File: src/design/mt_pkg.sv
// Package for the MT19937 random generator: widths, tempering and twist
// constants, memory port structs, fill state enum and result item type.
// No dependencies; every other design file imports it.
package mt_pkg;

   // Table geometry
   localparam int STATE_WORDS   = 624;
   localparam int MIDDLE_OFFSET = 397;
   localparam int INDEX_WIDTH   = $clog2(STATE_WORDS);

   // Payload widths
   localparam int WORD_WIDTH    = 32;
   localparam int RANGE_WIDTH   = 31;
   localparam int PRODUCT_WIDTH = WORD_WIDTH + RANGE_WIDTH;

   // Output queue and pipeline occupancy
   localparam int FIFO_DEPTH        = 4;
   localparam int FIFO_PTR_WIDTH    = $clog2(FIFO_DEPTH);
   localparam int FIFO_COUNT_WIDTH  = FIFO_PTR_WIDTH + 1;
   localparam int PIPE_COUNT_WIDTH  = 2;

   // Configuration port
   localparam int CSR_ADDR_WIDTH = 2;
   localparam int CSR_DATA_WIDTH = 32;
   localparam logic [CSR_ADDR_WIDTH-1:0] SEED_ADDR = '0;

   // Generator constants
   localparam logic [WORD_WIDTH-1:0] DEFAULT_SEED = 32'd5489;
   localparam logic [WORD_WIDTH-1:0] INIT_MULT    = 32'd1812433253;
   localparam logic [WORD_WIDTH-1:0] TWIST_XOR    = 32'h9908b0df;
   localparam logic [WORD_WIDTH-1:0] TEMPER_B     = 32'h9d2c5680;
   localparam logic [WORD_WIDTH-1:0] TEMPER_C     = 32'hefc60000;

   typedef logic [INDEX_WIDTH-1:0] index_type;
   typedef logic [WORD_WIDTH-1:0]  word_type;

   localparam index_type LAST_INDEX = index_type'(STATE_WORDS - 1);

   // Table write port
   typedef struct packed {
      logic      en;
      index_type addr;
      word_type  data;
   } mem_wr_type;

   // Table read ports: the following word and the middle-offset word
   typedef struct packed {
      logic      en;
      index_type addr_nxt;
      index_type addr_mid;
   } mem_rd_type;

   // One result transaction
   typedef struct packed {
      word_type               word;
      logic [RANGE_WIDTH-1:0] scaled;
   } rsp_item_type;

   // Seeding sequencer states
   typedef enum logic [1:0] {
      FILL_SEED,
      FILL_MUL,
      FILL_ADD,
      FILL_RUN
   } fill_state_type;

   // Sequencer status toward the twist pipeline and the top level
   typedef struct packed {
      logic busy;
      logic restart;
   } fill_status_type;

endpackage

File: src/design/mt_if.sv


interface mt_rsp_if;
   import mt_pkg::*;

   logic                   valid;
   logic                   ready;
   logic [WORD_WIDTH-1:0]  word;
   logic [RANGE_WIDTH-1:0] scaled;

   modport source (output valid, output word, output scaled, input ready);
   modport sink   (input valid, input word, input scaled, output ready);
endinterface

File: src/design/mt_out_fifo.sv
// Output queue: holds finished transactions while the receiver stalls and
// drives the response channel. Depends on mt_pkg and mt_if.
module mt_out_fifo (
   input  logic                                 clock,
   input  logic                                 reset,
   input  logic                                 push,
   input  mt_pkg::rsp_item_type                 push_item,
   output logic [mt_pkg::FIFO_COUNT_WIDTH-1:0]  count,
   mt_rsp_if.source                             rsp
);
   import mt_pkg::*;

   rsp_item_type                entry_ff [FIFO_DEPTH];
   logic [FIFO_PTR_WIDTH-1:0]   wr_ptr_ff, wr_ptr_in;
   logic [FIFO_PTR_WIDTH-1:0]   rd_ptr_ff, rd_ptr_in;
   logic [FIFO_COUNT_WIDTH-1:0] count_ff, count_in;
   logic                        pop;
   rsp_item_type                head;

   // Pointer and count update
   always_comb begin
      pop       = rsp.valid && rsp.ready;
      wr_ptr_in = push ? wr_ptr_ff + 1'b1 : wr_ptr_ff;
      rd_ptr_in = pop ? rd_ptr_ff + 1'b1 : rd_ptr_ff;
      count_in  = count_ff + FIFO_COUNT_WIDTH'(push) - FIFO_COUNT_WIDTH'(pop);
   end

   always_ff @(posedge clock) begin
      if (reset) begin
         wr_ptr_ff <= '0;
         rd_ptr_ff <= '0;
         count_ff  <= '0;
      end else begin
         wr_ptr_ff <= wr_ptr_in;
         rd_ptr_ff <= rd_ptr_in;
         count_ff  <= count_in;
      end
   end

   // Store entries
   always_ff @(posedge clock) begin
      if (push) begin
         entry_ff[wr_ptr_ff] <= push_item;
      end
   end

   // Present the head transaction
   always_comb begin
      head       = entry_ff[rd_ptr_ff];
      rsp.valid  = (count_ff != '0);
      rsp.word   = head.word;
      rsp.scaled = head.scaled;
      count      = count_ff;
   end

endmodule

File: src/flat_wrapper.sv
// flat-port wrapper written by rule: the top's interface ports become plain ports
module mt_out_fifo_flat import mt_pkg::*;
  (clock, reset, push, push_item, count, rsp_valid, rsp_word, rsp_scaled, rsp_ready);
  mt_rsp_if rsp_i ();
  input  logic clock;
  input  logic reset;
  input  logic push;
  input  mt_pkg::rsp_item_type push_item;
  output logic [mt_pkg::FIFO_COUNT_WIDTH-1:0] count;
  output wire logic [$bits(rsp_i.valid)-1:0] rsp_valid;
  output wire logic [$bits(rsp_i.word)-1:0] rsp_word;
  output wire logic [$bits(rsp_i.scaled)-1:0] rsp_scaled;
  input wire logic [$bits(rsp_i.ready)-1:0] rsp_ready;
  assign rsp_valid = rsp_i.valid;
  assign rsp_word = rsp_i.word;
  assign rsp_scaled = rsp_i.scaled;
  assign rsp_i.ready = rsp_ready;
  mt_out_fifo u_core (.clock(clock), .reset(reset), .push(push), .push_item(push_item), .count(count), .rsp(rsp_i));
endmodule
File: config.mk
export PLATFORM = sky130hd
export DESIGN_NAME = mt_out_fifo_flat
export DESIGN_NICKNAME = d
export VERILOG_FILES = /design/src/design/mt_pkg.sv /design/src/design/mt_if.sv /design/src/design/mt_out_fifo.sv /design/src/flat_wrapper.sv
export SDC_FILE = /design/constraint.sdc
export NUM_CORES = 1
export LEC_CHECK = 0
export BUFFER_PORTS_ARGS = -buffer_cell sky130_fd_sc_hd__buf_2
export CAP_MARGIN = 20
export CORE_MARGIN = 1.5
export CORE_UTILIZATION = 35
export CTS_CLUSTER_DIAMETER = 30
export DETAILED_ROUTE_END_ITERATION = 16
export GPL_TIMING_DRIVEN = 0
export PLACE_DENSITY_LB_ADDON = 0.05
export SLEW_MARGIN = 20
export SYNTH_ARGS = -nofsm -noshare
export SYNTH_HDL_FRONTEND = slang
export SYNTH_SLANG_ARGS = --single-unit
File: constraint.sdc
create_clock -name clock -period 2.8 [get_ports clock]
set_clock_uncertainty 0.05 [all_clocks]
set_input_delay 0.14 -clock clock [delete_from_list [all_inputs] [get_ports clock]]
set_output_delay 0.14 -clock clock [all_outputs]
set_load 0.02 [all_outputs]
* Yosys cells after proc, flatten, opt, wreduce, memory -nomap -nowiden *
Memory sizes are Yosys's and may differ from the RTL's. A register that Yosys moved wholly into a read port is not among the register bits.
Index checks and enable logic that the tools add are counted.

storage, ports and cells
  memories = 1
  memory bits (writable) = 252
  bits of input ports = 67
  logic and storage cells = 14
  output and inout bits = 67
  register bits = 7

cells by class
  reductions and logical operators = 2
  $add $sub $neg = 4
  muxes and demuxes = 4

memories
  name             words  width  rd ports  clocked after memory_dff  wr ports  RTL line           text
  u_core.entry_ff  4      63     1         1                         1         mt_out_fifo.sv:13  rsp_item_type entry_ff [FIFO_DEPTH];

operators by type and width
  kind                                          count
  adder 2 x 1 -> 2 bit (second input constant)  2
  2-to-1 mux 2 bit                              2
  adder 3 x 1 -> 3 bit                          1
  nonzero test 3 bit                            1
  subtractor 3 x 1 -> 3 bit                     1
  2-to-1 mux 1 bit                              2
  logical AND 1 bit                             1

* Depth between registers and ports, before layout *
  word-level depth = 4
  depth in mapped cells = 7
  depth with buffers taken out = 7

* Worst setup path before layout *
OpenSTA, ideal clock, no wires.

  kind = register -> register
  start point = register u_core.wr_ptr_ff[0]
  end point = memory u_core.entry_ff[2][0] (netlist name) (enable)
  setup slack = 0.298 ns
  data arrival time = 2.025 ns
  cell stages (with the launch flop) = 4
  period minus slack after synthesis = 2.502 ns
  path buffers = 0
  path through = dfxtp_1 -> inv_1 -> ha_1 -> and2_1

RTL lines
  what                    RTL line           text
  start, declared         mt_out_fifo.sv:14  logic [FIFO_PTR_WIDTH-1:0] wr_ptr_ff, wr_ptr_in;
  start signal, assigned  mt_out_fifo.sv:34  wr_ptr_ff <= wr_ptr_in;
  end, declared           mt_out_fifo.sv:13

No word-level cell before the write port.

==> impl_metrics.env <==
export IMPL_grt_pass1_vias=5310
export IMPL_dieArea_mm2=0.0285
export IMPL_cts_tree="yes"
export IMPL_cts_root_buffer="clkbuf_16"
export IMPL_ios=134
export IMPL_final_setup_worst_slack_ns=0.407
export IMPL_antenna_found_initial=1
export IMPL_clk_path_buf_depth=3
export IMPL_fmax_mhz=418
export IMPL_crit_path_start_kind="flip-flop"
export IMPL_clock_sinks=261
export IMPL_hold_ws_ns=0.299
export IMPL_detail_route_iter0_violations=221
export IMPL_area_growth_pct=40.8
export IMPL_clock_latency_ns=0.54
export IMPL_ys_types=21
export IMPL_grt_use_total=0.136
export IMPL_worst_slew_pin_slew_ns=0.583
export IMPL_reg2reg_depth=7
export IMPL_finalCritPeriodShare=0.855
export IMPL_num_rows=60
export IMPL_firstDrtPassIters=4
export IMPL_dp_hpwl_um=11000
export IMPL_nets=710
export IMPL_run_status="complete, no violations"
export IMPL_drc=0
export IMPL_layout_cells_most_common_list="252 x edfxtp_1, 138 x buf_2, 67 x dlygate4sd3_1"
export IMPL_required_ns=2.61
export IMPL_yosysTopAreaCell="edfxtp_1"
export IMPL_synthCells=374
export IMPL_die_h_um=169
export IMPL_min_period_ns=2.39
export IMPL_wl_um=18900
export IMPL_use_met3=0.0388
export IMPL_via_count=4789
export IMPL_coreArea_mm2=0.0270
export IMPL_grt_pass1_wl_um=29000
export IMPL_die_x_um=169
export IMPL_start_util=0.357
export IMPL_drtAntennaViolNets=0
export IMPL_h_tree_depth=2
export IMPL_critical_path_class="flip-flop to primary output"
export IMPL_syn_num_nets=448
export IMPL_grtUsageMet2=0.234
export IMPL_grt_overflow_total=0
export IMPL_drv_slew=0
export IMPL_dp_slack_ns=0.799
export IMPL_holdPathStages=2
export IMPL_cp_arrival_ns=2.20
export IMPL_cts_resized=0
export IMPL_io_buffers=132
export IMPL_drt_vias_per_instance=4.66
export IMPL_synth_avg_cell_area_um2=25.8
export IMPL_ys_warn_count=0
export IMPL_ir_drop_v=0.000727
export IMPL_numCtsBuffers=57
export IMPL_place_gp_congestion=0.708
export IMPL_synthesis_area_mm2=0.00963
export IMPL_rsz0062_at_grt="no"
export IMPL_final_common_cell="edfxtp_1"
export IMPL_grt_max_degree=40
export IMPL_setup_viol=0
export IMPL_yosysSeqAreaShare=0.804
export IMPL_hold_viol_final=0
export IMPL_powerDensity_mw_per_mm2=1020
export IMPL_postPlaceCellArea_mm2=0.0108
export IMPL_min_path_type="input pin to flip-flop"
export IMPL_slew_headroom=0.611
export IMPL_drv_cap=0
export IMPL_final_cell_area_mm2=0.0136
export IMPL_post_route_cells_drive_above_1_share=0.444
export IMPL_synth_top_area_share=0.786
export IMPL_cts_clk_slew_worst_paths_ns=0.04
export IMPL_fill_cells=2197
export IMPL_cp_end_kind="primary output"
export IMPL_met1_usage=0.163
export IMPL_synth_seq_cells=261
export IMPL_grt_busiest_layer="met2"
export IMPL_cellLeakagePower_uw=0.00482
export IMPL_critPathMaxFanout=10
export IMPL_drt_wirelength_per_cell_um=18.4
export IMPL_yosys_top_cells_area="edfxtp_1 79%, mux4_2 14%, dfxtp_1 1.9%"
[cell families after synthesis]
group,Yosys count,synth area share
compound gates,2,0.00182
xor+xnor,2,0.00338
fa+ha+maj,7,0.00987
buf+inv,21,0.0199
flops,261,0.804
mux,67,0.153
simple gates,14,0.00779
[synth_stat cells]
library cell	n
xnor2_1	1
o31a_1	1
xor3_1	1
mux4_1	3
nor2b_1	4
clkbuf_1	2
nor2_1	5
inv_1	6
ha_1	6
mux4_2	60
buf_12	6
buf_2	6
o311ai_0	1
dfxtp_1	9
and2_1	4
fa_1	1
edfxtp_1	252
mux2i_1	1
mux2_2	3
buf_6	1
or3_1	1
[flip-flops by register name (all words and copies together), names as in the netlist, named ones only]
name              flops
u_core.wr_ptr_ff      2
u_core.count          3
u_core.entry_ff     252
u_core.rd_ptr_ff      2
[critical path, cell delays in order, from the launching register on]
cell and delay (ns):
dfxtp_1 0.30, clkbuf_1 0.40, buf_2 0.42, mux4_2 0.37, buf_2 0.18
[final timing paths]
kind	from	to	slack, ns
worst min register to register	u_core.wr_ptr_ff[1]	u_core.wr_ptr_ff[1]	0.53
worst max-delay path	flip-flop	rsp_word[30]	0.41
worst min-delay path	push_item[33]	u_core.entry_ff[0][33]	0.30
worst max register to register	u_core.count[1]	u_core.count[2]	0.81
[final cells by class]
type / count / area (um2) / area share
buffer: 15 / 169 / 0.0125
sequential: 261 / 7750 / 0.571
inverter: 6 / 22.5 / 0.00166
clock buffer: 62 / 1490 / 0.110
clock inverter: 46 / 571 / 0.0421
tap: 341 / 427 / 0.0315
timing repair buffer: 203 / 1430 / 0.106
multi-input combinational: 92 / 1700 / 0.126
antenna: 1 / 2.50 / 0.000184
[power breakdown]
group | internal, uW | total, uW | switching, uW
combinational | 1030 | 2180 | 1150
clock | 5050 | 7010 | 1960
sequential | 4520 | 4580 | 61.7
total | 10600 | 13800 | 3180
[per-layer routing]
layer,vias up,part of all wire
met5,-,0
met4,0,0.023
met3,39,0.058
met2,133,0.50
met1,2463,0.42
li1,2154,-
[repair_timing]
action,in CTS,in global routing
hold buffers,67,0
buffers inserted,0,0
hold endpoints to repair,259,0
[through the flow]
stage	util	setup TNS, ns	std cells	total power [uW]
2_1_floorplan	-	0	374	6150
3_3_place_gp	0.398	-303.22	847	6790
3_5_place_dp	0.402	0	851	6820
4_1_cts	0.503	0	1026	14000
5_1_grt	0.503	0	1027	14300
6_report	0.503	0	1027	13800
No activity file was read; power rests on OpenSTA's default activity.
