[src/design/mt_pkg.sv]
// Package for the MT19937 random generator: widths, tempering and twist
// constants, memory port structs, fill state enum and result item type.
// No dependencies; every other design file imports it.
package mt_pkg;

   // Table geometry
   localparam int STATE_WORDS   = 624;
   localparam int MIDDLE_OFFSET = 397;
   localparam int INDEX_WIDTH   = $clog2(STATE_WORDS);

   // Payload widths
   localparam int WORD_WIDTH    = 32;
   localparam int RANGE_WIDTH   = 31;
   localparam int PRODUCT_WIDTH = WORD_WIDTH + RANGE_WIDTH;

   // Output queue and pipeline occupancy
   localparam int FIFO_DEPTH        = 4;
   localparam int FIFO_PTR_WIDTH    = $clog2(FIFO_DEPTH);
   localparam int FIFO_COUNT_WIDTH  = FIFO_PTR_WIDTH + 1;
   localparam int PIPE_COUNT_WIDTH  = 2;

   // Configuration port
   localparam int CSR_ADDR_WIDTH = 2;
   localparam int CSR_DATA_WIDTH = 32;
   localparam logic [CSR_ADDR_WIDTH-1:0] SEED_ADDR = '0;

   // Generator constants
   localparam logic [WORD_WIDTH-1:0] DEFAULT_SEED = 32'd5489;
   localparam logic [WORD_WIDTH-1:0] INIT_MULT    = 32'd1812433253;
   localparam logic [WORD_WIDTH-1:0] TWIST_XOR    = 32'h9908b0df;
   localparam logic [WORD_WIDTH-1:0] TEMPER_B     = 32'h9d2c5680;
   localparam logic [WORD_WIDTH-1:0] TEMPER_C     = 32'hefc60000;

   typedef logic [INDEX_WIDTH-1:0] index_type;
   typedef logic [WORD_WIDTH-1:0]  word_type;

   localparam index_type LAST_INDEX = index_type'(STATE_WORDS - 1);

   // Table write port
   typedef struct packed {
      logic      en;
      index_type addr;
      word_type  data;
   } mem_wr_type;

   // Table read ports: the following word and the middle-offset word
   typedef struct packed {
      logic      en;
      index_type addr_nxt;
      index_type addr_mid;
   } mem_rd_type;

   // One result transaction
   typedef struct packed {
      word_type               word;
      logic [RANGE_WIDTH-1:0] scaled;
   } rsp_item_type;

   // Seeding sequencer states
   typedef enum logic [1:0] {
      FILL_SEED,
      FILL_MUL,
      FILL_ADD,
      FILL_RUN
   } fill_state_type;

   // Sequencer status toward the twist pipeline and the top level
   typedef struct packed {
      logic busy;
      logic restart;
   } fill_status_type;

endpackage

[src/design/mt_twist_pipe.sv]
// Twist, temper and scale pipeline: twists one table word per transaction
// in place, tempers it and forms (word * range) >> 32. Depends on mt_pkg.
module mt_twist_pipe (
   input  logic                                  clock,
   input  logic                                  reset,
   input  logic                                  accept,
   input  logic [mt_pkg::RANGE_WIDTH-1:0]        range_in,
   input  mt_pkg::fill_status_type               fill,
   input  mt_pkg::word_type                      seed,
   input  mt_pkg::word_type                      rdata_nxt,
   input  mt_pkg::word_type                      rdata_mid,
   output mt_pkg::mem_rd_type                    rd,
   output mt_pkg::mem_wr_type                    wr,
   output logic                                  push,
   output mt_pkg::rsp_item_type                  push_item,
   output logic [mt_pkg::PIPE_COUNT_WIDTH-1:0]   occupancy
);
   import mt_pkg::*;

   localparam index_type MID_WRAP = index_type'(STATE_WORDS - MIDDLE_OFFSET);
   localparam index_type MID_STEP = index_type'(MIDDLE_OFFSET);

   index_type              idx_ff, idx_in;
   word_type               cur_ff, cur_in;
   logic                   b_valid_ff;
   index_type              b_idx_ff;
   logic [RANGE_WIDTH-1:0] b_range_ff;
   logic                   c_valid_ff;
   word_type               c_word_ff;
   logic [RANGE_WIDTH-1:0] c_range_ff;

   index_type                idx_nxt;
   index_type                idx_mid;
   word_type                 mixed;
   word_type                 twisted;
   logic [PRODUCT_WIDTH-1:0] product;

   function automatic word_type temper(input word_type value);
      word_type y;
      y = value;
      y = y ^ (y >> 11);
      y = y ^ ((y << 7) & TEMPER_B);
      y = y ^ ((y << 15) & TEMPER_C);
      y = y ^ (y >> 18);
      return y;
   endfunction

   // Read addresses for the word after this one and the middle-offset word
   always_comb begin
      idx_nxt = (idx_ff == LAST_INDEX) ? '0 : idx_ff + 1'b1;
      idx_mid = (idx_ff >= MID_WRAP) ? idx_ff - MID_WRAP : idx_ff + MID_STEP;
      rd      = '{en: accept, addr_nxt: idx_nxt, addr_mid: idx_mid};
   end

   // Twist the current word; cur_ff holds its value from the last pass
   always_comb begin
      mixed   = {cur_ff[WORD_WIDTH-1], rdata_nxt[WORD_WIDTH-2:0]};
      twisted = rdata_mid ^ (mixed >> 1) ^ (mixed[0] ? TWIST_XOR : '0);
      wr      = '{en: b_valid_ff, addr: b_idx_ff, data: twisted};
   end

   // Advance the index and carry the following word forward
   always_comb begin
      idx_in = idx_ff;
      cur_in = cur_ff;
      if (fill.restart) begin
         idx_in = '0;
         cur_in = seed;
      end else begin
         if (accept) begin
            idx_in = idx_nxt;
         end
         if (b_valid_ff) begin
            cur_in = rdata_nxt;
         end
      end
   end

   // Pipeline registers
   always_ff @(posedge clock) begin
      if (reset) begin
         idx_ff     <= '0;
         b_valid_ff <= 1'b0;
         c_valid_ff <= 1'b0;
      end else begin
         idx_ff     <= idx_in;
         b_valid_ff <= accept;
         c_valid_ff <= b_valid_ff;
      end
      cur_ff     <= cur_in;
      b_idx_ff   <= idx_ff;
      b_range_ff <= range_in;
      c_word_ff  <= temper(twisted);
      c_range_ff <= b_range_ff;
   end

   // Scale: keep the high bits of word * range
   always_comb begin
      product   = PRODUCT_WIDTH'(c_word_ff) * PRODUCT_WIDTH'(c_range_ff);
      push      = c_valid_ff;
      push_item = '{word: c_word_ff, scaled: product[PRODUCT_WIDTH-1:WORD_WIDTH]};
      occupancy = PIPE_COUNT_WIDTH'(b_valid_ff) + PIPE_COUNT_WIDTH'(c_valid_ff);
   end

endmodule

[config.mk]
export PLATFORM = sky130hd
export DESIGN_NAME = mt_twist_pipe
export DESIGN_NICKNAME = d
export VERILOG_FILES = /design/src/design/mt_pkg.sv /design/src/design/mt_twist_pipe.sv
export SDC_FILE = /design/constraint.sdc
export NUM_CORES = 2
export LEC_CHECK = 0
export BUFFER_PORTS_ARGS = -buffer_cell sky130_fd_sc_hd__buf_4
export CAP_MARGIN = 20
export CORE_ASPECT_RATIO = 0.7
export CORE_MARGIN = 8
export CORE_UTILIZATION = 50
export CTS_BUF_LIST = sky130_fd_sc_hd__clkbuf_4 sky130_fd_sc_hd__clkbuf_8
export CTS_CLUSTER_SIZE = 40
export DETAILED_ROUTE_END_ITERATION = 7
export GPL_ROUTABILITY_DRIVEN = 0
export PLACE_DENSITY = 0.67
export SYNTH_ARGS = -nofsm -noshare
export SYNTH_HDL_FRONTEND = slang
export SYNTH_SLANG_ARGS = --single-unit
[constraint.sdc]
create_clock -name clock -period 14.5 [get_ports clock]
set_input_delay 0 -clock clock [delete_from_list [all_inputs] [get_ports clock]]
set_output_delay 0 -clock clock [all_outputs]
set_load 0.05 [all_outputs]
# Word-level counts from Yosys, hierarchy flattened
# Index checks and enable logic that the tools add are counted.
[classes] n_eq_ne=1 n_reduce_logical=2 multipliers=1 bitwise_logic=6 mux=5 order_cmp=1 addsub=4
[op_table] cell="$mux W32" n=3
[op_table] cell="$xor A32 B32 Y32" n=3
[op_table] cell="$mul A32 B31 Y63" n=1
[op_table] cell="$xor A32 B14 Y32" n=1
[op_table] cell="$xor A32 B21 Y32" n=1
[op_table] cell="$xor A32 B31 Y32" n=1
[op_table] cell="$mux W10" n=2
[op_table] cell="$add A10 B1 Y10 const B" n=1
[op_table] cell="$add A10 B9 Y10 const B" n=1
[op_table] cell="$eq A10 B10 Y1 const B" n=1
[op_table] cell="$ge A10 B8 Y1 const B" n=1
[op_table] cell="$sub A10 B8 Y10 const B" n=1
[op_table] cell="$add A1 B1 Y2" n=1
[op_table] cell="$reduce_bool A2 Y1" n=1
[op_table] cell="$reduce_or A2 Y1" n=1
[totals] inputBits=132 ff_bits=148 word_cells=28 output_inout_bits=130

# Logic depth before layout (Yosys ltp)
[depth] depth_word=6 ltp_mapped=28 mapped_depth_nobuf=27

# Least setup slack after synthesis
# OpenSTA, ideal clock, no wires.
[synth_path] kind="reg2out" startpoint="register c_word_ff[12]" endpoint="output port push_item[30] (netlist name)" t_arrival_ps=8101 path_buffers=1 slack_ps=6399 required_ps=14500 stages_incl_launch_ff=26 cell_sequence="dfxtp_1 > clkbuf_1 > and2_1 > fa_1 > fa_1 > fa_1 > inv_1 > fa_1 > inv_1 > fa_1 > inv_1 > fa_1 > inv_1 > fa_1 > inv_1 > fa_1 > inv_1 > ha_1 > nand3_1 > or4_1 > or2_0 > o22ai_1 > o2111ai_1 > a21oi_1 > o21ai_2 > a211oi_1"
[synth_lines] item="start, declared" line="mt_twist_pipe.sv:29" source="word_type c_word_ff;"
[synth_lines] item="start signal, assigned" line="mt_twist_pipe.sv:93" source="c_word_ff <= temper(twisted);"
[synth_lines] item="end, declared" line="mt_twist_pipe.sv:15" source="output mt_pkg::rsp_item_type push_item,"

==> reports/metrics.csv <==
metric;value;unit
status;finished clean;
yosys_register_bits;117;
avgRoutedWirePerCell;20.5;µm
cts_setup_buffers;0;
synth_area_leaders;fa_1 (49%), and2_1 (9.9%), ha_1 (9.0%), inv_1 (8.8%), dfxtp_1 (6.6%);
fp.dieW;334;µm
io_buffer_count;229;
nNetsFinal;5198;
htreeDepth;4;
cts_hold_buffers;82;
drt-initial-drc-count;1545;
worst_pin_slew;1.12;ns
syn-num-nets;5044;
multiInputGateArea;29100;µm²
synthCells;3792;
die-height;239;µm
maxSlewViolCount;0;
crit_path_max_incr_delay;1.07;ns
clockBufferDepth;2;
timing.max_cap.violations;0;
root_buffer;clkbuf_8;
num-fill-cells;6314;
antenna_found_initial;0;
final.setup_skew;0.0168;ns
r2r_setup_slack;12.49;ns
slew_headroom;25.2;%
grt_pass1_wl;162000;µm
hold_path_depth;4;
netlist.area_leader.share;49.0;%
coreArea;69900;µm²
num_vias;25600;
synth_top_cell_by_area;fa_1;
slowest_stage;dfxtp_1;
synth.most_common_cell;fa_1;
wl;99800;µm
fp-row-count;81;
cp-start-kind;flip-flop;
drc;0;
hold-path-endpoint;c_word_ff[22]$_DFF_P_;
max_freq;0.106;GHz
drtPass1Iterations;5;
postSynth.asyncResetShare;0;%
tns;0;ns
r2r_cells;5;
ys_seq_area_share;6.65;%
grt_overflow_total;0;
hold_viol;0;
initial_core_util;50.6;%
synth_area;35400;µm²
cts_tree;done;
dieArea;79700;µm²
post_cts_resized;0;
path_max_fanout;20;
rsz0062_at_grt;false;
critPathCaptureType;output pin;
crit_type;flip-flop to output pin;
synth_edf_count;1;
dp_hpwl;73700;µm
synth_warnings;0;
synthFlopType;dfxtp_1;
cp.arrival;9.44;ns
timing.rr.end;c_word_ff[1]$_DFF_P_;
insertion_delay;0.57;ns
r2r-start;cur_ff[31]$_DFFE_PP_;
grt_max_degree;33;
setup_viol;0;
io_pins;262;
synth.avg_cell_area;9.33;µm²
min_from;rdata_mid[7];
cts_made_buffers;17;
hp-class;primary input to flip-flop;
required;14.50;ns
synth_common_cells;fa_1 (865), inv_1 (826), and2_1 (559);
cts_sinks;117;
clk_pin_slew_worst_paths;0.10;ns
synthDistinctLibCells;60;
min_period_over_period;65.1;%
cp_common_cell;fa_1;
avgViaCountPerCell;5.25;
grt_usage;26.1;%
period_needed;9.44;ns
syn2layout_area_growth;10.2;%
regArea;2380;µm²
drive_gt1_share;8.59;%
ant_nets;0;
grt_pass1_vias;28500;
[worst max path at each step]
stage / startpoint / depth (start not counted) / to
floorplan: c_word_ff[12]$_DFF_P_ / 25 / push_item[30]
global placement: c_word_ff[24]$_DFF_P_ / 25 / push_item[30]
detailed placement: c_word_ff[24]$_DFF_P_ / 25 / push_item[30]
CTS: c_word_ff[24]$_DFF_P_ / 25 / push_item[30]
global route: c_word_ff[24]$_DFF_P_ / 25 / push_item[30]
finish: c_word_ff[24]$_DFF_P_ / 25 / push_item[30]
[worst max-delay path: cells and delay by family (launching register included)]
kind	cells	cell delay (ns)
DFF	1	1.07
and+or+nand+nor	2	0.28
AOI/OAI and AO/OA	8	2.16
buffers and inverters	6	0.89
adders and majority gates	9	4.46
[layout by cell type, fill, tap and decap left out, types with 7 or more instances in the layout]
cell type      synthesis  routed
fa_1                 865     865
inv_1                826     826
and2_1               559     559
nand2_1              487     487
buf_4                  2     266
ha_1                 255     255
xnor2_1              105     105
dfxtp_1              116      90
dlygate4sd3_1          0      82
a21oi_1               67      67
xor2_1                56      56
nor2_1                42      42
o21ai_0               32      32
dfxtp_2                0      26
nand4_1               24      24
nand3_1               17      17
a21o_1                17      17
clkbuf_8               0      17
nor2b_1               10      10
o21bai_1               9       9
o211ai_1               8       8
inv_8                  0       8
nor3_1                 7       7
mux2i_1                7       7
[flip-flops by register name (all words and copies together) (netlist names)]
| register | flops |
|---|---|
| b_range_ff | 31 |
| c_word_ff | 32 |
| cur_ff | 1 |
| b_idx_ff | 10 |
| c_range_ff | 31 |
| b_valid_ff | 1 |
| idx_ff | 10 |
| push | 1 |
[kinds of logic after synthesis]
kind of cell	Yosys count	share of synthesized area, %
and+or+nand+nor	1180	17.2
AOI/OAI and AO/OA	165	2.89
DFF	117	6.65
xor gates and xnor gates	161	3.99
muxes	8	0.230
adders and majority gates	1122	58.0
buffers and inverters	1039	11.1
[through the flow]
step                      util (%)  hold slack, ns  cells  cell area, µm²  setup slack, ns
after floorplan                  -          0.0277   3792           35400             6.40
after global placement        54.0           0.105   4758           37700             5.84
after detailed placement      54.0           0.106   4758           37700             5.77
after CTS                     55.7         0.00115   4872           39000             5.10
after global routing          55.7          0.0156   4872           39000             4.72
final                         55.7          0.0374   4873           39000             5.06
[metal layers]
metal	global-route usage [%]	wire [µm]
met1	34.9	41700
met2	42.9	47500
met3	5.94	8040
met4	7.20	2570
met5	0	0
[cell type report]
type / count / area share [%]
Inverter: 826 / 7.96
Tap cell: 913 / 2.93
Multi-Input combinational cell: 2636 / 74.7
Timing Repair Buffer: 348 / 7.23
Antenna cell: 1 / 0.00642
Sequential cell: 117 / 6.12
Clock inverter: 15 / 0.456
Clock buffer: 17 / 0.600
Power is left out: the tool's default activity adds up to more than one toggle a clock period on the data nets, which glitch-free logic cannot reach.
