$ cat src/design/mt_pkg.sv
// Package for the MT19937 random generator: widths, tempering and twist
// constants, memory port structs, fill state enum and result item type.
// No dependencies; every other design file imports it.
package mt_pkg;

   // Table geometry
   localparam int STATE_WORDS   = 624;
   localparam int MIDDLE_OFFSET = 397;
   localparam int INDEX_WIDTH   = $clog2(STATE_WORDS);

   // Payload widths
   localparam int WORD_WIDTH    = 32;
   localparam int RANGE_WIDTH   = 31;
   localparam int PRODUCT_WIDTH = WORD_WIDTH + RANGE_WIDTH;

   // Output queue and pipeline occupancy
   localparam int FIFO_DEPTH        = 4;
   localparam int FIFO_PTR_WIDTH    = $clog2(FIFO_DEPTH);
   localparam int FIFO_COUNT_WIDTH  = FIFO_PTR_WIDTH + 1;
   localparam int PIPE_COUNT_WIDTH  = 2;

   // Configuration port
   localparam int CSR_ADDR_WIDTH = 2;
   localparam int CSR_DATA_WIDTH = 32;
   localparam logic [CSR_ADDR_WIDTH-1:0] SEED_ADDR = '0;

   // Generator constants
   localparam logic [WORD_WIDTH-1:0] DEFAULT_SEED = 32'd5489;
   localparam logic [WORD_WIDTH-1:0] INIT_MULT    = 32'd1812433253;
   localparam logic [WORD_WIDTH-1:0] TWIST_XOR    = 32'h9908b0df;
   localparam logic [WORD_WIDTH-1:0] TEMPER_B     = 32'h9d2c5680;
   localparam logic [WORD_WIDTH-1:0] TEMPER_C     = 32'hefc60000;

   typedef logic [INDEX_WIDTH-1:0] index_type;
   typedef logic [WORD_WIDTH-1:0]  word_type;

   localparam index_type LAST_INDEX = index_type'(STATE_WORDS - 1);

   // Table write port
   typedef struct packed {
      logic      en;
      index_type addr;
      word_type  data;
   } mem_wr_type;

   // Table read ports: the following word and the middle-offset word
   typedef struct packed {
      logic      en;
      index_type addr_nxt;
      index_type addr_mid;
   } mem_rd_type;

   // One result transaction
   typedef struct packed {
      word_type               word;
      logic [RANGE_WIDTH-1:0] scaled;
   } rsp_item_type;

   // Seeding sequencer states
   typedef enum logic [1:0] {
      FILL_SEED,
      FILL_MUL,
      FILL_ADD,
      FILL_RUN
   } fill_state_type;

   // Sequencer status toward the twist pipeline and the top level
   typedef struct packed {
      logic busy;
      logic restart;
   } fill_status_type;

endpackage

$ cat src/design/mt_seed_fill.sv
// Seeding sequencer: fills the state table from the seed with the
// multiplier recurrence, each word in a multiply and an add state. Depends on mt_pkg.
module mt_seed_fill (
   input  logic                    clock,
   input  logic                    reset,
   input  logic                    start,
   input  mt_pkg::word_type        seed,
   output mt_pkg::mem_wr_type      wr,
   output mt_pkg::fill_status_type status
);
   import mt_pkg::*;

   fill_state_type state_ff, state_in;
   index_type      idx_ff, idx_in;
   word_type       prev_ff, prev_in;
   word_type       prod_ff, prod_in;
   word_type       mixed;
   word_type       sum;

   // State and datapath registers
   always_ff @(posedge clock) begin
      if (reset) begin
         state_ff <= FILL_SEED;
      end else begin
         state_ff <= state_in;
      end
      idx_ff  <= idx_in;
      prev_ff <= prev_in;
      prod_ff <= prod_in;
   end

   // Next state, table writes and status
   always_comb begin
      state_in       = state_ff;
      idx_in         = idx_ff;
      prev_in        = prev_ff;
      mixed          = prev_ff ^ (prev_ff >> 30);
      prod_in        = prod_ff;
      sum            = prod_ff + WORD_WIDTH'(idx_ff);
      wr             = '0;
      status.busy    = 1'b1;
      status.restart = 1'b0;
      unique case (state_ff)
         FILL_SEED: begin
            // Entry zero is the seed itself
            wr             = '{en: 1'b1, addr: '0, data: seed};
            prev_in        = seed;
            idx_in         = index_type'(1);
            status.restart = 1'b1;
            state_in       = FILL_MUL;
         end
         FILL_MUL: begin
            prod_in  = INIT_MULT * mixed;
            state_in = FILL_ADD;
         end
         FILL_ADD: begin
            wr      = '{en: 1'b1, addr: idx_ff, data: sum};
            prev_in = sum;
            if (idx_ff == LAST_INDEX) begin
               state_in = FILL_RUN;
            end else begin
               idx_in   = idx_ff + 1'b1;
               state_in = FILL_MUL;
            end
         end
         FILL_RUN: begin
            status.busy = 1'b0;
         end
         default: begin
            state_in = FILL_SEED;
         end
      endcase
      // A seed write restarts the fill
      if (start) begin
         state_in = FILL_SEED;
      end
   end

endmodule

$ cat config.mk
export PLATFORM = sky130hd
export DESIGN_NAME = mt_seed_fill
export DESIGN_NICKNAME = d
export VERILOG_FILES = /design/src/design/mt_pkg.sv /design/src/design/mt_seed_fill.sv
export SDC_FILE = /design/constraint.sdc
export NUM_CORES = 1
export LEC_CHECK = 0
export BUFFER_PORTS_ARGS = -buffer_cell sky130_fd_sc_hd__buf_2
export CORE_AREA = 8 8 164 166
export CTS_CLUSTER_SIZE = 40
export DETAILED_ROUTE_END_ITERATION = 10
export DIE_AREA = 0 0 172 174
export MAX_ROUTING_LAYER = met4
export PLACE_DENSITY = 0.65
export SLEW_MARGIN = 40
export SYNTH_ARGS = -nofsm -noshare
export SYNTH_HDL_FRONTEND = slang
export SYNTH_SLANG_ARGS = --single-unit
$ cat constraint.sdc
create_clock -name clock -period 10.3 [get_ports clock]
set_input_delay 3.09 -clock clock [delete_from_list [all_inputs] [get_ports clock]]
set_output_delay 3.09 -clock clock [all_outputs]
set_load 0.05 [all_outputs]
# Word level (Yosys, flattened, before mapping)
# Index checks and enable logic that the tools add are counted.
[word_totals]
mem_bits_rw = 0
wordCells = 26
latch_bits = 0
mem_bits_ro = 0
in_bits = 35
register_bits = 76
mem_count = 0
[op_classes]
div_mod_pow = 0
shift = 0
multipliers = 1
n_eq_ne = 5
muxes = 8
bitwise_logic = 1
reduce_logical = 5
n_lt_le_gt_ge = 0
addsub = 2
[op_table]
columns = ["op", "count"]
rows = [
  ["one-hot mux 43 bit (2 select lines)", 1],
  ["one-hot mux 32 bit (2 select lines)", 1],
  ["adder 32 x 10 -> 32 bit", 1],
  ["multiplier 31 x 32 -> 32 bit (first input constant)", 1],
  ["XOR 32 x 2 -> 32 bit", 1],
  ["one-hot mux 10 bit (2 select lines)", 1],
  ["adder 10 x 1 -> 10 bit (second input constant)", 1],
  ["== test 10 bit (second input constant)", 1],
  ["two-way mux 10 bit", 1],
  ["one-hot mux 2 bit (3 select lines)", 1],
  ["== test 2 bit (second input constant)", 2],
  ["nonzero test 3 bit", 1],
  ["== test 2 x 1 -> 1 bit (second input constant)", 1],
  ["zero test 2 bit", 1],
  ["two-way mux 1 bit", 2],
  ["two-way mux 2 bit", 1],
  ["inequality test 2 bit (second input constant)", 1],
  ["AND reduction 2 bit", 1],
  ["nonzero test 2 bit", 1],
  ["OR reduction 2 bit", 1],
]

# Depth between registers and ports, before layout
[depth]
word_depth = 3
mapped_depth = 24

# Least setup slack after synthesis
# Ideal clock, no wire load.
[synth_timing]
path_kind = "input -> output"
start = "input seed[17]"
end = "output wr[17] in the netlist's numbering"
path_slack_ns = 3.553
n_path_buf = 0
cell_stages = 2
t_required_ns = 7.210
arrival_time_ns = 3.657
path_cell_list = "nand2_1 > o21ai_0"
[synth_rtl]
columns = ["item", "line", "rtl"]
rows = [
  ["from (decl)", "mt_seed_fill.sv:7", "input mt_pkg::word_type seed,"],
  ["to (decl)", "mt_seed_fill.sv:8", "output mt_pkg::mem_wr_type wr,"],
]

# Worst setup path in the final report
[layout_timing]
start = "register prev_ff[12]"
end = "register prod_ff[31] (data pin)"
[layout_between]
elab_chain_len = 2
[layout_lines]
columns = ["item", "line", "rtl"]
rows = [
  ["from (decl)", "mt_seed_fill.sv:15", "word_type prev_ff, prev_in;"],
  ["from (signal assigned)", "mt_seed_fill.sv:28", "prev_ff <= prev_in;"],
  ["XOR 32 x 2 -> 32 bit", "mt_seed_fill.sv:37", "mixed = prev_ff ^ (prev_ff >> 30);"],
  ["multiplier 31 x 32 -> 32 bit", "mt_seed_fill.sv:53", "prod_in = INIT_MULT * mixed;"],
  ["to (signal assigned)", "mt_seed_fill.sv:29", "prod_ff <= prod_in;"],
  ["to (decl)", "mt_seed_fill.sv:16", "word_type prod_ff, prod_in;"],
]
# No other way between the ends.
# A chain may end at the register's enable or synchronous reset.

==> results.md <==
- The flow ran to the end, and the final reports show no timing, DRC or antenna violations.
- The quantity of gates resized following cts is 0.
- The sink count of the clock tree is 76.
- Relative to the synthesized area, the layout overhead comes to 9.228%.
- Averaged over all synthesized cells, the footprint is 9.980 µm².
- The met1 track demand over resource in global routing is 26.62%.
- For the worst setup path, the data arrival time is approximately 7 ns.
- The worst-case clock skew is approximately 0.0072 ns.
- At the pin with the least slew margin, the transition time is 0.8112 ns.
- The unique cell type count in the Yosys netlist is between 50 and 60.
- The type of origin of the critical path is a register.
- The net count of the finished layout is about 1,700.
- In the finished design, the share of the clock period the worst path needs comes to about two thirds.
- The setup TNS after final layout is 0 ns.
- The share of post-route cells with drive strength above 1 is under 10%.
- CTS placed an instance of sky130_fd_sc_hd__clkbuf_16 at the clock tree root.
- Setup repair after global routing left no endpoint under its margin.
- The count of final setup violators is 0.
- The die covers 29,930 µm².
- Counting every net in the synthesized netlist gives 1,607.
- The global routing's busiest layer is met2.
- The maximum operating frequency is between 100 and 150 MHz.
- The multi-input combinational cells in the finished layout cover a total of about 8500 µm².
- The filler cells instantiated in the layout total 2,269.
- The library cell used most frequently in the layout, excluding fill and tap cells, is sky130_fd_sc_hd__inv_1.
- The sequential cell area is 2262 µm².
- The number of antenna violations at the first check in global routing is 0.
- The global-route wire length before repair is 48.14 mm.
- The share of the Yosys chip area taken by registers is 18.87%.
- After synthesis, the share of flip-flops with an asynchronous set or reset is 0%.
- In this run, CTS created clock tree buffers numbering 9.
- Detailed routing inserted a total of between 8,000 and 9,000 vias.
- The cell taking the most area after synthesis is sky130_fd_sc_hd__fa_1.
- TritonCTS built the clock tree.
- The number of top-level design ports is 80.
- The die is 172 µm wide.
- Summed over all layers, the routed wires come to 29.46 mm.
- Detailed placement ended at an HPWL of about 24 mm.
- The overall overflow remaining after global route is 0.
- The number of setup buffers added after CTS is 0.
- The clock latency at the later pin of the worst-skew pair is 0.34 ns.
- The congestion estimate from routability-driven global placement came to ~0.9.
- The routed length per instance is 18.24 µm.
- The routed via count divided by cell count is 5.189.
- The number of core rows is just under 60.
- The worst-case headroom to the max-slew limit is 45.92%.
- The number of warnings reported in the yosys synthesis log is 0.
- The number of global-route vias before repair came to 9,280.
- For met3 alone, demand over resource in global routing was 2.836%.
- In this run the worst path has a maximum fanout of 10.
- The cell area after technology mapping is 11,990 µm².
- The floorplan step set the die height to 174 µm.
- The class of the worst hold path is reg2reg.
- For this block, the initial DRC count from the detailed router was 472.
- The critical path capture point type is a register.
- The number of hold-repair buffers added at the cts stage is 0.
- The required arrival time at the worst endpoint is 10.38 ns.
- In this run the remaining antenna-violating nets after routing total 0.
- The count of pins over their slew limit is 0.
- The cell count after synthesis came out at approximately 1,200.
- The reported max-cap violation count is 0.
- 0 antenna diodes ended up in the layout.
- In the routed design, unresolved DRC markers number 0.
- Of the post-synthesis cell area, the dominant cell type holds 24.55%.
- Counting flops and latches in the post-synthesis netlist gives 76.
- The effective utilization at floorplan is 48.87%.
- The H-tree was split into 3 levels.
- The most used flip-flop cell after synthesis is sky130_fd_sc_hd__edfxtp_1.
- The number of hold violations in the final report is 0.
- The number of iterations in the first detailed-routing pass is 5.
- For met2 alone, demand over resource in global routing was 36.03%.
- The global-route total usage across every layer is 21.41%.
- The floorplan step defined a core boundary enclosing around 25,000 µm².
- The top cell types in the final layout, fill and taps aside, are sky130_fd_sc_hd__inv_1, sky130_fd_sc_hd__ha_1, sky130_fd_sc_hd__fa_1.
- The category of the most critical setup path is reg2reg.
- The final critical path time including I/O delays and setup is 7.038 ns.
- Port buffering added 79 buffers.
- Ranked by total cell area, the synthesized netlist is headed by sky130_fd_sc_hd__fa_1, sky130_fd_sc_hd__ha_1, sky130_fd_sc_hd__edfxtp_1, sky130_fd_sc_hd__inv_1, sky130_fd_sc_hd__xnor2_1.
- The maximum number of pins on one net before global-route repair is 76.
- After clock tree synthesis, the clock-pin slew on the worst setup and hold paths is about 0.06 ns.
- In this run, synthesis inferred between 70 and 80 flip-flops with an integrated enable.
- The longest clock path from root to sink contains 2 buffers.
==> sequential cells by signal (all words and copies together), names as in the netlist <==
signal	flops
state_ff	2
prod_ff	32
idx_ff	10
prev_ff	32
==> cells in the mapped netlist, types with 2 or more instances <==
library cell                count
sky130_fd_sc_hd__a22oi_1        2
sky130_fd_sc_hd__o2111ai_1      5
sky130_fd_sc_hd__nor2b_1        7
sky130_fd_sc_hd__a211oi_1       5
sky130_fd_sc_hd__nand3_1       14
sky130_fd_sc_hd__clkbuf_1      14
sky130_fd_sc_hd__and2_1        15
sky130_fd_sc_hd__o21bai_1       7
sky130_fd_sc_hd__or3_1          2
sky130_fd_sc_hd__a21boi_0       2
sky130_fd_sc_hd__a21o_1         7
sky130_fd_sc_hd__o21ai_0       35
sky130_fd_sc_hd__a31oi_1        3
sky130_fd_sc_hd__nand2b_1       6
sky130_fd_sc_hd__buf_1          2
sky130_fd_sc_hd__o211ai_1       8
sky130_fd_sc_hd__and4_1         2
sky130_fd_sc_hd__and3_1         9
sky130_fd_sc_hd__o21a_1         3
sky130_fd_sc_hd__xnor2_1       66
sky130_fd_sc_hd__a211oi_2       2
sky130_fd_sc_hd__xor2_1        25
sky130_fd_sc_hd__a22o_1        14
sky130_fd_sc_hd__dfxtp_1        2
sky130_fd_sc_hd__ha_1         224
sky130_fd_sc_hd__or2_2          2
sky130_fd_sc_hd__edfxtp_1      74
sky130_fd_sc_hd__nor2_1        54
sky130_fd_sc_hd__fa_1         147
sky130_fd_sc_hd__mux2_2        12
sky130_fd_sc_hd__nand2_1       63
sky130_fd_sc_hd__nand4_1        4
sky130_fd_sc_hd__inv_1        304
sky130_fd_sc_hd__a21oi_1       31
sky130_fd_sc_hd__a41oi_1        2
sky130_fd_sc_hd__nor3_1        12
==> critical path: stages (launching register included) <==
cell and delay [ns]:
sky130_fd_sc_hd__edfxtp_1 0.83, sky130_fd_sc_hd__ha_1 0.36, sky130_fd_sc_hd__ha_1 0.32, sky130_fd_sc_hd__fa_1 0.52
sky130_fd_sc_hd__inv_1 0.06, sky130_fd_sc_hd__fa_1 0.48, sky130_fd_sc_hd__inv_1 0.05, sky130_fd_sc_hd__fa_1 0.50
sky130_fd_sc_hd__inv_1 0.05, sky130_fd_sc_hd__fa_1 0.53, sky130_fd_sc_hd__inv_1 0.06, sky130_fd_sc_hd__fa_1 0.54
sky130_fd_sc_hd__inv_1 0.06, sky130_fd_sc_hd__fa_1 0.53, sky130_fd_sc_hd__inv_1 0.05, sky130_fd_sc_hd__ha_1 0.34
sky130_fd_sc_hd__nand2_1 0.13, sky130_fd_sc_hd__nor3_1 0.07, sky130_fd_sc_hd__a21boi_0 0.26, sky130_fd_sc_hd__o21ai_0 0.13
sky130_fd_sc_hd__a41oi_1 0.28, sky130_fd_sc_hd__a41oi_1 0.22, sky130_fd_sc_hd__o41ai_2 0.28, sky130_fd_sc_hd__xnor2_1 0.12
==> logic make-up after synthesis <==
logic type	count (synthesis)	synth area share, %
AO/OA/AOI/OAI	134	7.558
XOR/XNOR	91	6.649
adder cells (fa/ha/maj)	371	47.93
buffers and inverters	322	10.16
flip-flops	76	18.87
multiplexers	13	1.211
AND/OR/NAND/NOR	194	7.620
==> routing by layer <==
layer  vias up  wire length [µm]
li1       4024                 -
met1      4128             12840
met2       183             14740
met3        45              1117
met4         0               758
met5         -                 0
==> final cells by class <==
cell class | count | share of cell area (%)
repair buffers | 86 | 3.421
flip-flops and latches | 76 | 17.28
clock buffers | 11 | 1.778
well taps | 330 | 3.154
multi-input cells | 803 | 65.07
inverters | 304 | 8.716
clock inverters | 5 | 0.5829
==> path summary, 6_finish.rpt <==
path / from / to / slack, ns / depth (start not counted)
worst max-delay path: prev_ff[12] / prod_ff[31] / 3.26 / 23
worst min-delay path: state_ff[1] / state_ff[1] / 0.56 / 2
worst max register to register: prev_ff[12] / prod_ff[31] / 3.26 / 23
worst min register to register: state_ff[1] / state_ff[1] / 0.56 / 2
==> through the flow <==
| stage | instances | area [µm²] | utilization, % | setup WS (ns) | hold WS (ns) |
|---|---|---|---|---|---|
| 2_1_floorplan | 1201 | 11990 | - | 3.553 | 0.5205 |
| 3_3_place_gp | 1599 | 12770 | 52.08 | 3.316 | 0.5543 |
| 5_1_grt | 1615 | 13090 | 53.38 | 2.969 | 0.6035 |
| 3_5_place_dp | 1599 | 12770 | 52.08 | 3.279 | 0.5589 |
| 6_report | 1615 | 13090 | 53.38 | 3.262 | 0.5611 |
| 4_1_cts | 1615 | 13080 | 53.34 | 3.223 | 0.5663 |
Power is not shown: default switching activity piles up to over one toggle a cycle in this logic, so the estimate is an artifact.
